### src/design/zpdp_pkg.sv
// Shared types and constants of the int8 zero-point dot-product unit.
// No dependencies; every other design file imports this package.
`default_nettype none

package zpdp_pkg;

    // Accumulator width; the accumulator wraps modulo 2^ACC_WIDTH (range 20 to 48).
    localparam int ACC_WIDTH   = 32;
    localparam int OPND_WIDTH  = 8;
    localparam int DIFF_WIDTH  = OPND_WIDTH + 1;
    localparam int TERM_WIDTH  = 2 * DIFF_WIDTH;
    localparam int MULT_WIDTH  = 16;
    localparam int SHIFT_WIDTH = 6;
    localparam int RAW_WIDTH   = 32;
    localparam int SCL_WIDTH   = 48;
    localparam int WIDE_WIDTH  = 64;
    localparam int PROD_WIDTH  = ACC_WIDTH + MULT_WIDTH + 1;

    localparam int CFG_IDX_WIDTH  = 2;
    localparam int CFG_DATA_WIDTH = 16;

    localparam int IN_TDATA_WIDTH  = 16;
    localparam int OUT_TDATA_WIDTH = 80;

    localparam int QUEUE_DEPTH = 4;
    localparam int QUEUE_AW    = $clog2(QUEUE_DEPTH);
    localparam int QUEUE_CW    = $clog2(QUEUE_DEPTH + 1);

    typedef enum logic [CFG_IDX_WIDTH-1:0] {
        CFG_ZERO_POINT_A     = 2'd0,
        CFG_ZERO_POINT_B     = 2'd1,
        CFG_SCALE_MULTIPLIER = 2'd2,
        CFG_SCALE_SHIFT      = 2'd3
    } t_cfg_idx;

    typedef struct packed {
        logic signed [OPND_WIDTH-1:0]  zero_point_a;
        logic signed [OPND_WIDTH-1:0]  zero_point_b;
        logic        [MULT_WIDTH-1:0]  scale_multiplier;
        logic        [SHIFT_WIDTH-1:0] scale_shift;
    } t_cfg;

    // One zero-point corrected product on its way to the accumulator.
    typedef struct packed {
        logic signed [TERM_WIDTH-1:0] product;
        logic                         last;
    } t_term;

    typedef struct packed {
        logic full;
        logic empty;
    } t_q_status;

endpackage

`default_nettype wire

### src/design/zpdp_front.sv
// Front part: takes operand requests, removes zero points and forms the product.
// Depends on zpdp_pkg.
`default_nettype none

module zpdp_front (
    input  wire                                     i_rst_n,
    input  zpdp_pkg::t_cfg                          i_cfg,
    input  wire                                     i_s_tvalid,
    output logic                                    o_s_tready,
    input  wire  [zpdp_pkg::IN_TDATA_WIDTH-1:0]     i_s_tdata,
    input  wire                                     i_s_tlast,
    input  zpdp_pkg::t_q_status                     i_q_status,
    output logic                                    o_push,
    output zpdp_pkg::t_term                         o_term
);
    import zpdp_pkg::*;

    logic signed [OPND_WIDTH-1:0] a_value;
    logic signed [OPND_WIDTH-1:0] b_value;
    logic signed [DIFF_WIDTH-1:0] diff_a;
    logic signed [DIFF_WIDTH-1:0] diff_b;

    assign a_value = signed'(i_s_tdata[OPND_WIDTH-1:0]);
    assign b_value = signed'(i_s_tdata[2*OPND_WIDTH-1:OPND_WIDTH]);

    // Nine bits hold any difference of two int8 values.
    assign diff_a = DIFF_WIDTH'(a_value) - DIFF_WIDTH'(i_cfg.zero_point_a);
    assign diff_b = DIFF_WIDTH'(b_value) - DIFF_WIDTH'(i_cfg.zero_point_b);

    assign o_s_tready     = i_rst_n && !i_q_status.full;
    assign o_push         = i_s_tvalid && o_s_tready;
    assign o_term.product = TERM_WIDTH'(diff_a) * TERM_WIDTH'(diff_b);
    assign o_term.last    = i_s_tlast;

endmodule

`default_nettype wire

### src/design/zpdp_fifo.sv
// Short queue of products between the front and the back part.
// Depends on zpdp_pkg.
`default_nettype none

module zpdp_fifo (
    input  wire                  i_clk,
    input  wire                  i_rst_n,
    input  wire                  i_push,
    input  zpdp_pkg::t_term      i_term,
    input  wire                  i_pop,
    output zpdp_pkg::t_term      o_term,
    output zpdp_pkg::t_q_status  o_status
);
    import zpdp_pkg::*;

    t_term                r_mem [QUEUE_DEPTH];
    logic [QUEUE_AW-1:0]  r_wr_ptr;
    logic [QUEUE_AW-1:0]  r_rd_ptr;
    logic [QUEUE_CW-1:0]  r_count;

    assign o_status.full  = (r_count == QUEUE_CW'(QUEUE_DEPTH));
    assign o_status.empty = (r_count == '0);
    assign o_term         = r_mem[r_rd_ptr];

    always_ff @(posedge i_clk) begin
        if (i_push) begin
            r_mem[r_wr_ptr] <= i_term;
        end
    end

    always_ff @(posedge i_clk) begin
        if (!i_rst_n) begin
            r_wr_ptr <= '0;
            r_rd_ptr <= '0;
            r_count  <= '0;
        end else begin
            if (i_push) begin
                r_wr_ptr <= r_wr_ptr + QUEUE_AW'(1);
            end
            if (i_pop) begin
                r_rd_ptr <= r_rd_ptr + QUEUE_AW'(1);
            end
            if (i_push && !i_pop) begin
                r_count <= r_count + QUEUE_CW'(1);
            end else if (!i_push && i_pop) begin
                r_count <= r_count - QUEUE_CW'(1);
            end
        end
    end

endmodule

`default_nettype wire

### src/design/zpdp_back.sv
// Back part: accumulates products and, on the last term, scales and rounds the sum.
// Depends on zpdp_pkg.
`default_nettype none

module zpdp_back (
    input  wire                                     i_clk,
    input  wire                                     i_rst_n,
    input  zpdp_pkg::t_cfg                          i_cfg,
    input  zpdp_pkg::t_q_status                     i_q_status,
    input  zpdp_pkg::t_term                         i_term,
    output logic                                    o_pop,
    output logic                                    o_m_tvalid,
    input  wire                                     i_m_tready,
    output logic [zpdp_pkg::OUT_TDATA_WIDTH-1:0]    o_m_tdata
);
    import zpdp_pkg::*;

    localparam logic signed [SCL_WIDTH-1:0] SCL_MAX = {1'b0, {(SCL_WIDTH-1){1'b1}}};
    localparam logic signed [SCL_WIDTH-1:0] SCL_MIN = {1'b1, {(SCL_WIDTH-1){1'b0}}};

    logic                         advance;
    logic signed [ACC_WIDTH-1:0]  acc_sum;
    logic signed [MULT_WIDTH:0]   mult_s;
    logic signed [WIDE_WIDTH-1:0] wide_prod;
    logic signed [WIDE_WIDTH-1:0] shifted;
    logic                         round_bit;
    logic signed [WIDE_WIDTH-1:0] rounded;
    logic signed [SCL_WIDTH-1:0]  n_scaled;

    logic signed [ACC_WIDTH-1:0]  r_acc;
    logic                         r_s1_valid;
    logic signed [ACC_WIDTH-1:0]  r_s1_sum;
    logic                         r_s2_valid;
    logic signed [ACC_WIDTH-1:0]  r_s2_sum;
    logic signed [PROD_WIDTH-1:0] r_s2_prod;
    logic                         r_out_valid;
    logic signed [RAW_WIDTH-1:0]  r_out_raw;
    logic signed [SCL_WIDTH-1:0]  r_out_scaled;

    // The whole result pipeline moves together whenever the output slot frees up.
    assign advance = !r_out_valid || i_m_tready;
    assign o_pop   = advance && !i_q_status.empty;
    assign acc_sum = r_acc + ACC_WIDTH'(i_term.product);
    assign mult_s  = signed'({1'b0, i_cfg.scale_multiplier});

    // Round to nearest with ties toward plus infinity, then clamp to 48 bits.
    always_comb begin
        wide_prod = WIDE_WIDTH'(r_s2_prod);
        shifted   = wide_prod >>> i_cfg.scale_shift;
        round_bit = 1'b0;
        if (i_cfg.scale_shift != '0) begin
            round_bit = wide_prod[i_cfg.scale_shift - SHIFT_WIDTH'(1)];
        end
        rounded = shifted + WIDE_WIDTH'(round_bit);
        if (&rounded[WIDE_WIDTH-1:SCL_WIDTH-1] || !(|rounded[WIDE_WIDTH-1:SCL_WIDTH-1])) begin
            n_scaled = rounded[SCL_WIDTH-1:0];
        end else if (rounded[WIDE_WIDTH-1]) begin
            n_scaled = SCL_MIN;
        end else begin
            n_scaled = SCL_MAX;
        end
    end

    always_ff @(posedge i_clk) begin
        if (!i_rst_n) begin
            r_acc       <= '0;
            r_s1_valid  <= 1'b0;
            r_s2_valid  <= 1'b0;
            r_out_valid <= 1'b0;
        end else if (advance) begin
            r_s1_valid  <= o_pop && i_term.last;
            r_s2_valid  <= r_s1_valid;
            r_out_valid <= r_s2_valid;
            if (o_pop) begin
                r_acc <= i_term.last ? '0 : acc_sum;
            end
        end
    end

    always_ff @(posedge i_clk) begin
        if (advance) begin
            r_s1_sum     <= acc_sum;
            r_s2_sum     <= r_s1_sum;
            r_s2_prod    <= r_s1_sum * mult_s;
            r_out_raw    <= RAW_WIDTH'(r_s2_sum);
            r_out_scaled <= n_scaled;
        end
    end

    assign o_m_tvalid = r_out_valid;
    assign o_m_tdata  = {r_out_scaled, r_out_raw};

endmodule

`default_nettype wire

### src/design/int8_zero_point_dot_product_unit.sv
// Top level of the int8 zero-point dot-product unit: configuration registers,
// front part, product queue and back part. Depends on zpdp_pkg and the zpdp_* modules.
//
//  Channel   Direction  Signals                          Contents
//  s         in         i_s_tvalid/o_s_tready/i_s_tdata  a_value, b_value; tlast = last_term
//  m         out        o_m_tvalid/i_m_tready/o_m_tdata  sum_raw, sum_scaled
//  cfg       in         i_cfg_we/i_cfg_idx/i_cfg_data    zero points, scale multiplier, shift
//
// One operand pair is taken per cycle while the four-entry queue has room.
// The accumulator takes one queued product per cycle while the output is not stalled;
// each accepted request is registered in the queue first. A popped last term passes
// the stage-1 sum register, the multiply stage and the round-and-output stage before
// it shows on o_m_tvalid. A stall on the output halts the result pipeline and the
// accumulator together, and the queue then fills and drops o_s_tready. Reset is
// synchronous and active low; it clears the accumulator and all valid flags.
`default_nettype none

module int8_zero_point_dot_product_unit (
    input  wire                                        i_clk,
    input  wire                                        i_rst_n,
    input  wire                                        i_cfg_we,
    input  wire  [zpdp_pkg::CFG_IDX_WIDTH-1:0]         i_cfg_idx,
    input  wire  [zpdp_pkg::CFG_DATA_WIDTH-1:0]        i_cfg_data,
    input  wire                                        i_s_tvalid,
    output logic                                       o_s_tready,
    // [7:0] a_value, [15:8] b_value
    input  wire  [zpdp_pkg::IN_TDATA_WIDTH-1:0]        i_s_tdata,
    input  wire                                        i_s_tlast,
    output logic                                       o_m_tvalid,
    input  wire                                        i_m_tready,
    // [31:0] sum_raw, [79:32] sum_scaled
    output logic [zpdp_pkg::OUT_TDATA_WIDTH-1:0]       o_m_tdata
);
    import zpdp_pkg::*;

    t_cfg      r_cfg;
    t_term     push_term;
    t_term     pop_term;
    t_q_status q_status;
    logic      q_push;
    logic      q_pop;

    always_ff @(posedge i_clk) begin
        if (!i_rst_n) begin
            r_cfg.zero_point_a     <= '0;
            r_cfg.zero_point_b     <= '0;
            r_cfg.scale_multiplier <= MULT_WIDTH'(1);
            r_cfg.scale_shift      <= '0;
        end else if (i_cfg_we) begin
            unique case (t_cfg_idx'(i_cfg_idx))
                CFG_ZERO_POINT_A: begin
                    r_cfg.zero_point_a <= i_cfg_data[OPND_WIDTH-1:0];
                end
                CFG_ZERO_POINT_B: begin
                    r_cfg.zero_point_b <= i_cfg_data[OPND_WIDTH-1:0];
                end
                CFG_SCALE_MULTIPLIER: begin
                    r_cfg.scale_multiplier <= i_cfg_data[MULT_WIDTH-1:0];
                end
                CFG_SCALE_SHIFT: begin
                    r_cfg.scale_shift <= i_cfg_data[SHIFT_WIDTH-1:0];
                end
                default: begin
                end
            endcase
        end
    end

    zpdp_front u_front (
        .i_rst_n    (i_rst_n),
        .i_cfg      (r_cfg),
        .i_s_tvalid (i_s_tvalid),
        .o_s_tready (o_s_tready),
        .i_s_tdata  (i_s_tdata),
        .i_s_tlast  (i_s_tlast),
        .i_q_status (q_status),
        .o_push     (q_push),
        .o_term     (push_term)
    );

    zpdp_fifo u_fifo (
        .i_clk    (i_clk),
        .i_rst_n  (i_rst_n),
        .i_push   (q_push),
        .i_term   (push_term),
        .i_pop    (q_pop),
        .o_term   (pop_term),
        .o_status (q_status)
    );

    zpdp_back u_back (
        .i_clk      (i_clk),
        .i_rst_n    (i_rst_n),
        .i_cfg      (r_cfg),
        .i_q_status (q_status),
        .i_term     (pop_term),
        .o_pop      (q_pop),
        .o_m_tvalid (o_m_tvalid),
        .i_m_tready (i_m_tready),
        .o_m_tdata  (o_m_tdata)
    );

    a_no_overflow: assert property (@(posedge i_clk) disable iff (!i_rst_n)
        q_push |-> !q_status.full)
        else $error("product queue written while full");

    a_no_underflow: assert property (@(posedge i_clk) disable iff (!i_rst_n)
        q_pop |-> !q_status.empty)
        else $error("product queue read while empty");

    a_quiet_after_reset: assert property (@(posedge i_clk)
        !i_rst_n |=> !o_m_tvalid)
        else $error("result offered right after reset");

    a_pop_only_when_free: assert property (@(posedge i_clk) disable iff (!i_rst_n)
        (o_m_tvalid && !i_m_tready) |-> !q_pop)
        else $error("queue drained while the output is stalled");

endmodule

`default_nettype wire

### config.mk
export PLATFORM = sky130hd
export DESIGN_NAME = int8_zero_point_dot_product_unit
export DESIGN_NICKNAME = d
export VERILOG_FILES = /design/src/design/zpdp_pkg.sv /design/src/design/zpdp_front.sv /design/src/design/zpdp_fifo.sv /design/src/design/zpdp_back.sv /design/src/design/int8_zero_point_dot_product_unit.sv
export SDC_FILE = /design/constraint.sdc
export NUM_CORES = 2
export LEC_CHECK = 0
export ABC_AREA = 1
export BUFFER_PORTS_ARGS = -buffer_cell sky130_fd_sc_hd__buf_2
export CAP_MARGIN = 0
export CORE_UTILIZATION = 40
export DETAILED_ROUTE_END_ITERATION = 8
export SYNTH_ARGS = -nofsm -noshare
export SYNTH_HDL_FRONTEND = slang
export SYNTH_HIERARCHICAL = 1
export SYNTH_SLANG_ARGS = --single-unit
### constraint.sdc
create_clock -name i_clk -period 7.3 [get_ports i_clk]
set_input_delay 1.46 -clock i_clk [delete_from_list [all_inputs] [get_ports i_clk]]
set_output_delay 1.46 -clock i_clk [all_outputs]
set_load 0.005 [all_outputs]
==> results.sh <==
export IMPL_grt_antenna_before_repair=0
export IMPL_synth_edf_count=269
export IMPL_cts_max_level=2
export IMPL_clkTransAtPathRegs_ns=0.06
export IMPL_area_growth_syn_to_layout_pct=8.33
export IMPL_wire_per_inst_um=16.7
export IMPL_synth_fa_ha_area_share_pct=33.4
export IMPL_synth_top_family_by_area="adder cells"
export IMPL_syn_num_nets=6020
export IMPL_setup_tns_final_ns=0
export IMPL_maxSlewHeadroom_pct=24.8
export IMPL_core_um2=102000
export IMPL_slew_violations=0
export IMPL_totalWireLength_mm=111
export IMPL_ctsHoldBuffers=0
export IMPL_maxCapViolCount=0
export IMPL_cts_sinks=351
export IMPL_syn_area_per_cell_um2=8.00
export IMPL_die_x_um=325
export IMPL_end_kind="register"
export IMPL_dieHeight_um=325
export IMPL_grt_max_degree=81
export IMPL_synth_flop_cell="edfxtp_1"
export IMPL_fp_dieArea_um2=105000
export IMPL_grt_pass1_wl_mm=180
export IMPL_drive_gt1_share_pct=7.21
export IMPL_cts_tree="built"
export IMPL_required_ns=7.64
export IMPL_overflow=0
export IMPL_num_nets_final=6062
export IMPL_m1WireLength_mm=49.1
export IMPL_synth_cells=5206
export IMPL_cts_setup_buffers=0
export IMPL_ioPinCount=122
export IMPL_start_kind="register"
export IMPL_synth_lib_cells_used_distinct=65
export IMPL_dr_pass1_iters=6
export IMPL_critPathMaxStageDelay_ns=0.82
export IMPL_yosysWarnings=6
export IMPL_cts_repair_resized=0
export IMPL_yosys_area_share_simple_pct=22.2
export IMPL_clock_skew_ns=0.0271
export IMPL_yosys_top_cells_count="nand2_1 (1,393), inv_1 (1,147), fa_1 (564), nand3_1 (404), nor2_1 (294)"
export IMPL_grtUsageTotal_pct=21.3
export IMPL_synth_most_common_cell="nand2_1"
export IMPL_num_vias=32900
export IMPL_path_buf_inv=6
export IMPL_crit_family="adder cells"
export IMPL_hpwl_mm=87.8
export IMPL_tightest_slew_ns=1.13
export IMPL_synthMuxAreaShare_pct=0
export IMPL_clk_latency_ns=0.62
export IMPL_drtAntennaViolNets=0
export IMPL_r2r_slack_ns=0.42
export IMPL_synth_seq_cells=351
export IMPL_cp_slowest_cell="edfxtp_1"
export IMPL_synthArstFlopShare_pct=0
export IMPL_drt_iter0_drc=2378
export IMPL_hold_path_class="reg2reg"
export IMPL_rsz0062_at_grt="false"
export IMPL_cp_max_fo=10
export IMPL_yosys_top_cells_area="fa_1 (27%), edfxtp_1 (19%), nand2_1 (13%)"
export IMPL_mappedNetlistArea_um2=41600
export IMPL_yosysSeqAreaShare_pct=23.3
export IMPL_drc_errors=0
export IMPL_synth_compound_area_share_pct=4.64
export IMPL_cts_root_buf="clkbuf_16"
export IMPL_rows=117
export IMPL_fin_crit_ns=6.88
export IMPL_critical_path_class="reg2reg"
export IMPL_place_congestion=0.909
export IMPL_start_util_pct=40.6
export IMPL_synth_top_cell_by_area="fa_1"
export IMPL_cts_buffer_depth=3
export IMPL_synth_top_cell_area_share_pct=27.1
export IMPL_status="finished, final reports clean"
export IMPL_min_period_over_period_pct=94.3
export IMPL_setup_viol=0
export IMPL_antenna_cells=0
export IMPL_synth_xor_area_share_pct=3.02
export IMPL_arrival_ns=7.23
export IMPL_wl_met2_mm=53.0
export IMPL_portBuffers=121
export IMPL_fmax_mhz=145
export IMPL_cts_buffers=42
export IMPL_finalHoldViolCount=0
export IMPL_dr_max_layer_used="met4"
export IMPL_dr_wl_met3_mm=5.93
export IMPL_grt_pass1_vias=33900
export IMPL_viasPerCell=4.95
[routing by layer]
metal,vias to the layer above,GRT usage [%]
met1,16000,28.3
met4,0,6.21
met5,-,0
met2,885,36.2
met3,174,2.80
li1,15800,-
[per-stage QoR]
stage	cell area, um^2	hold slack, ns	worst slack, ns	util [%]	cells
after global routing	45100	0.421	0.0625	44.0	6649
after CTS	45100	0.413	0.383	44.0	6649
final	45100	0.414	0.418	44.0	6649
after floorplan	41600	0.400	0.652	-	5206
after detailed placement	43700	0.405	0.149	42.6	6572
after global placement	43700	0.401	0.159	42.6	6572
[cells in the final DEF, fill, tap and decap left out, types with 52 or more instances in the layout]
master    netlist  layout
a21oi_1       153     153
buf_2          32     121
buf_4          10      89
dfxtp_1        82      80
edfxtp_1      269     269
fa_1          564     564
ha_1          210     210
inv_1        1147    1146
nand2_1      1393    1393
nand3_1       404     404
nor2_1        294     293
o21ai_0        91      91
xnor2_1        52      52
xor2_1         83      83
[sequential cells by signal, indices dropped and copies added, names as in the netlist, named ones only]
register / cells
r_cfg: 38
u_back/o_m_tvalid: 1
u_back/r_acc: 32
u_back/r_out_raw: 32
u_back/r_out_scaled: 48
u_back/r_s1_sum: 32
u_back/r_s1_valid: 1
u_back/r_s2_prod: 49
u_back/r_s2_sum: 32
u_back/r_s2_valid: 1
u_fifo/r_count: 3
u_fifo/r_mem: 76
u_fifo/r_rd_ptr: 2
u_fifo/r_wr_ptr: 2
[final timing paths]
kind / from / depth (start not counted) / endpoint
hold / removal: u_back/r_s2_sum[10] / 0 / u_back/r_out_raw[10]
hold reg to reg: u_back/r_s2_sum[10] / 0 / u_back/r_out_raw[10]
setup reg to reg: u_back/r_s1_sum[5] / 25 / u_back/r_s2_prod[48]
setup / recovery: u_back/r_s1_sum[5] / 25 / u_back/r_s2_prod[48]
[area by class of cell]
cell class | instances | area [um^2]
fillers | 10300 | 57400
multi-input cells | 3471 | 26400
repair buffers | 220 | 1470
flip-flops and latches | 351 | 9720
clock inverters | 25 | 302
well taps | 1368 | 1710
clock buffers | 52 | 1150
inverters | 1162 | 4370
[kinds of logic after synthesis]
group | after synthesis
AOI/OAI and AO/OA | 344
xor gates and xnor gates | 139
adders and majority gates | 774
buffers and inverters | 1384
DFF | 351
and+or+nand+nor | 2214
Power is not shown: default switching activity piles up to over one toggle a cycle in this logic, so the estimate is an artifact.
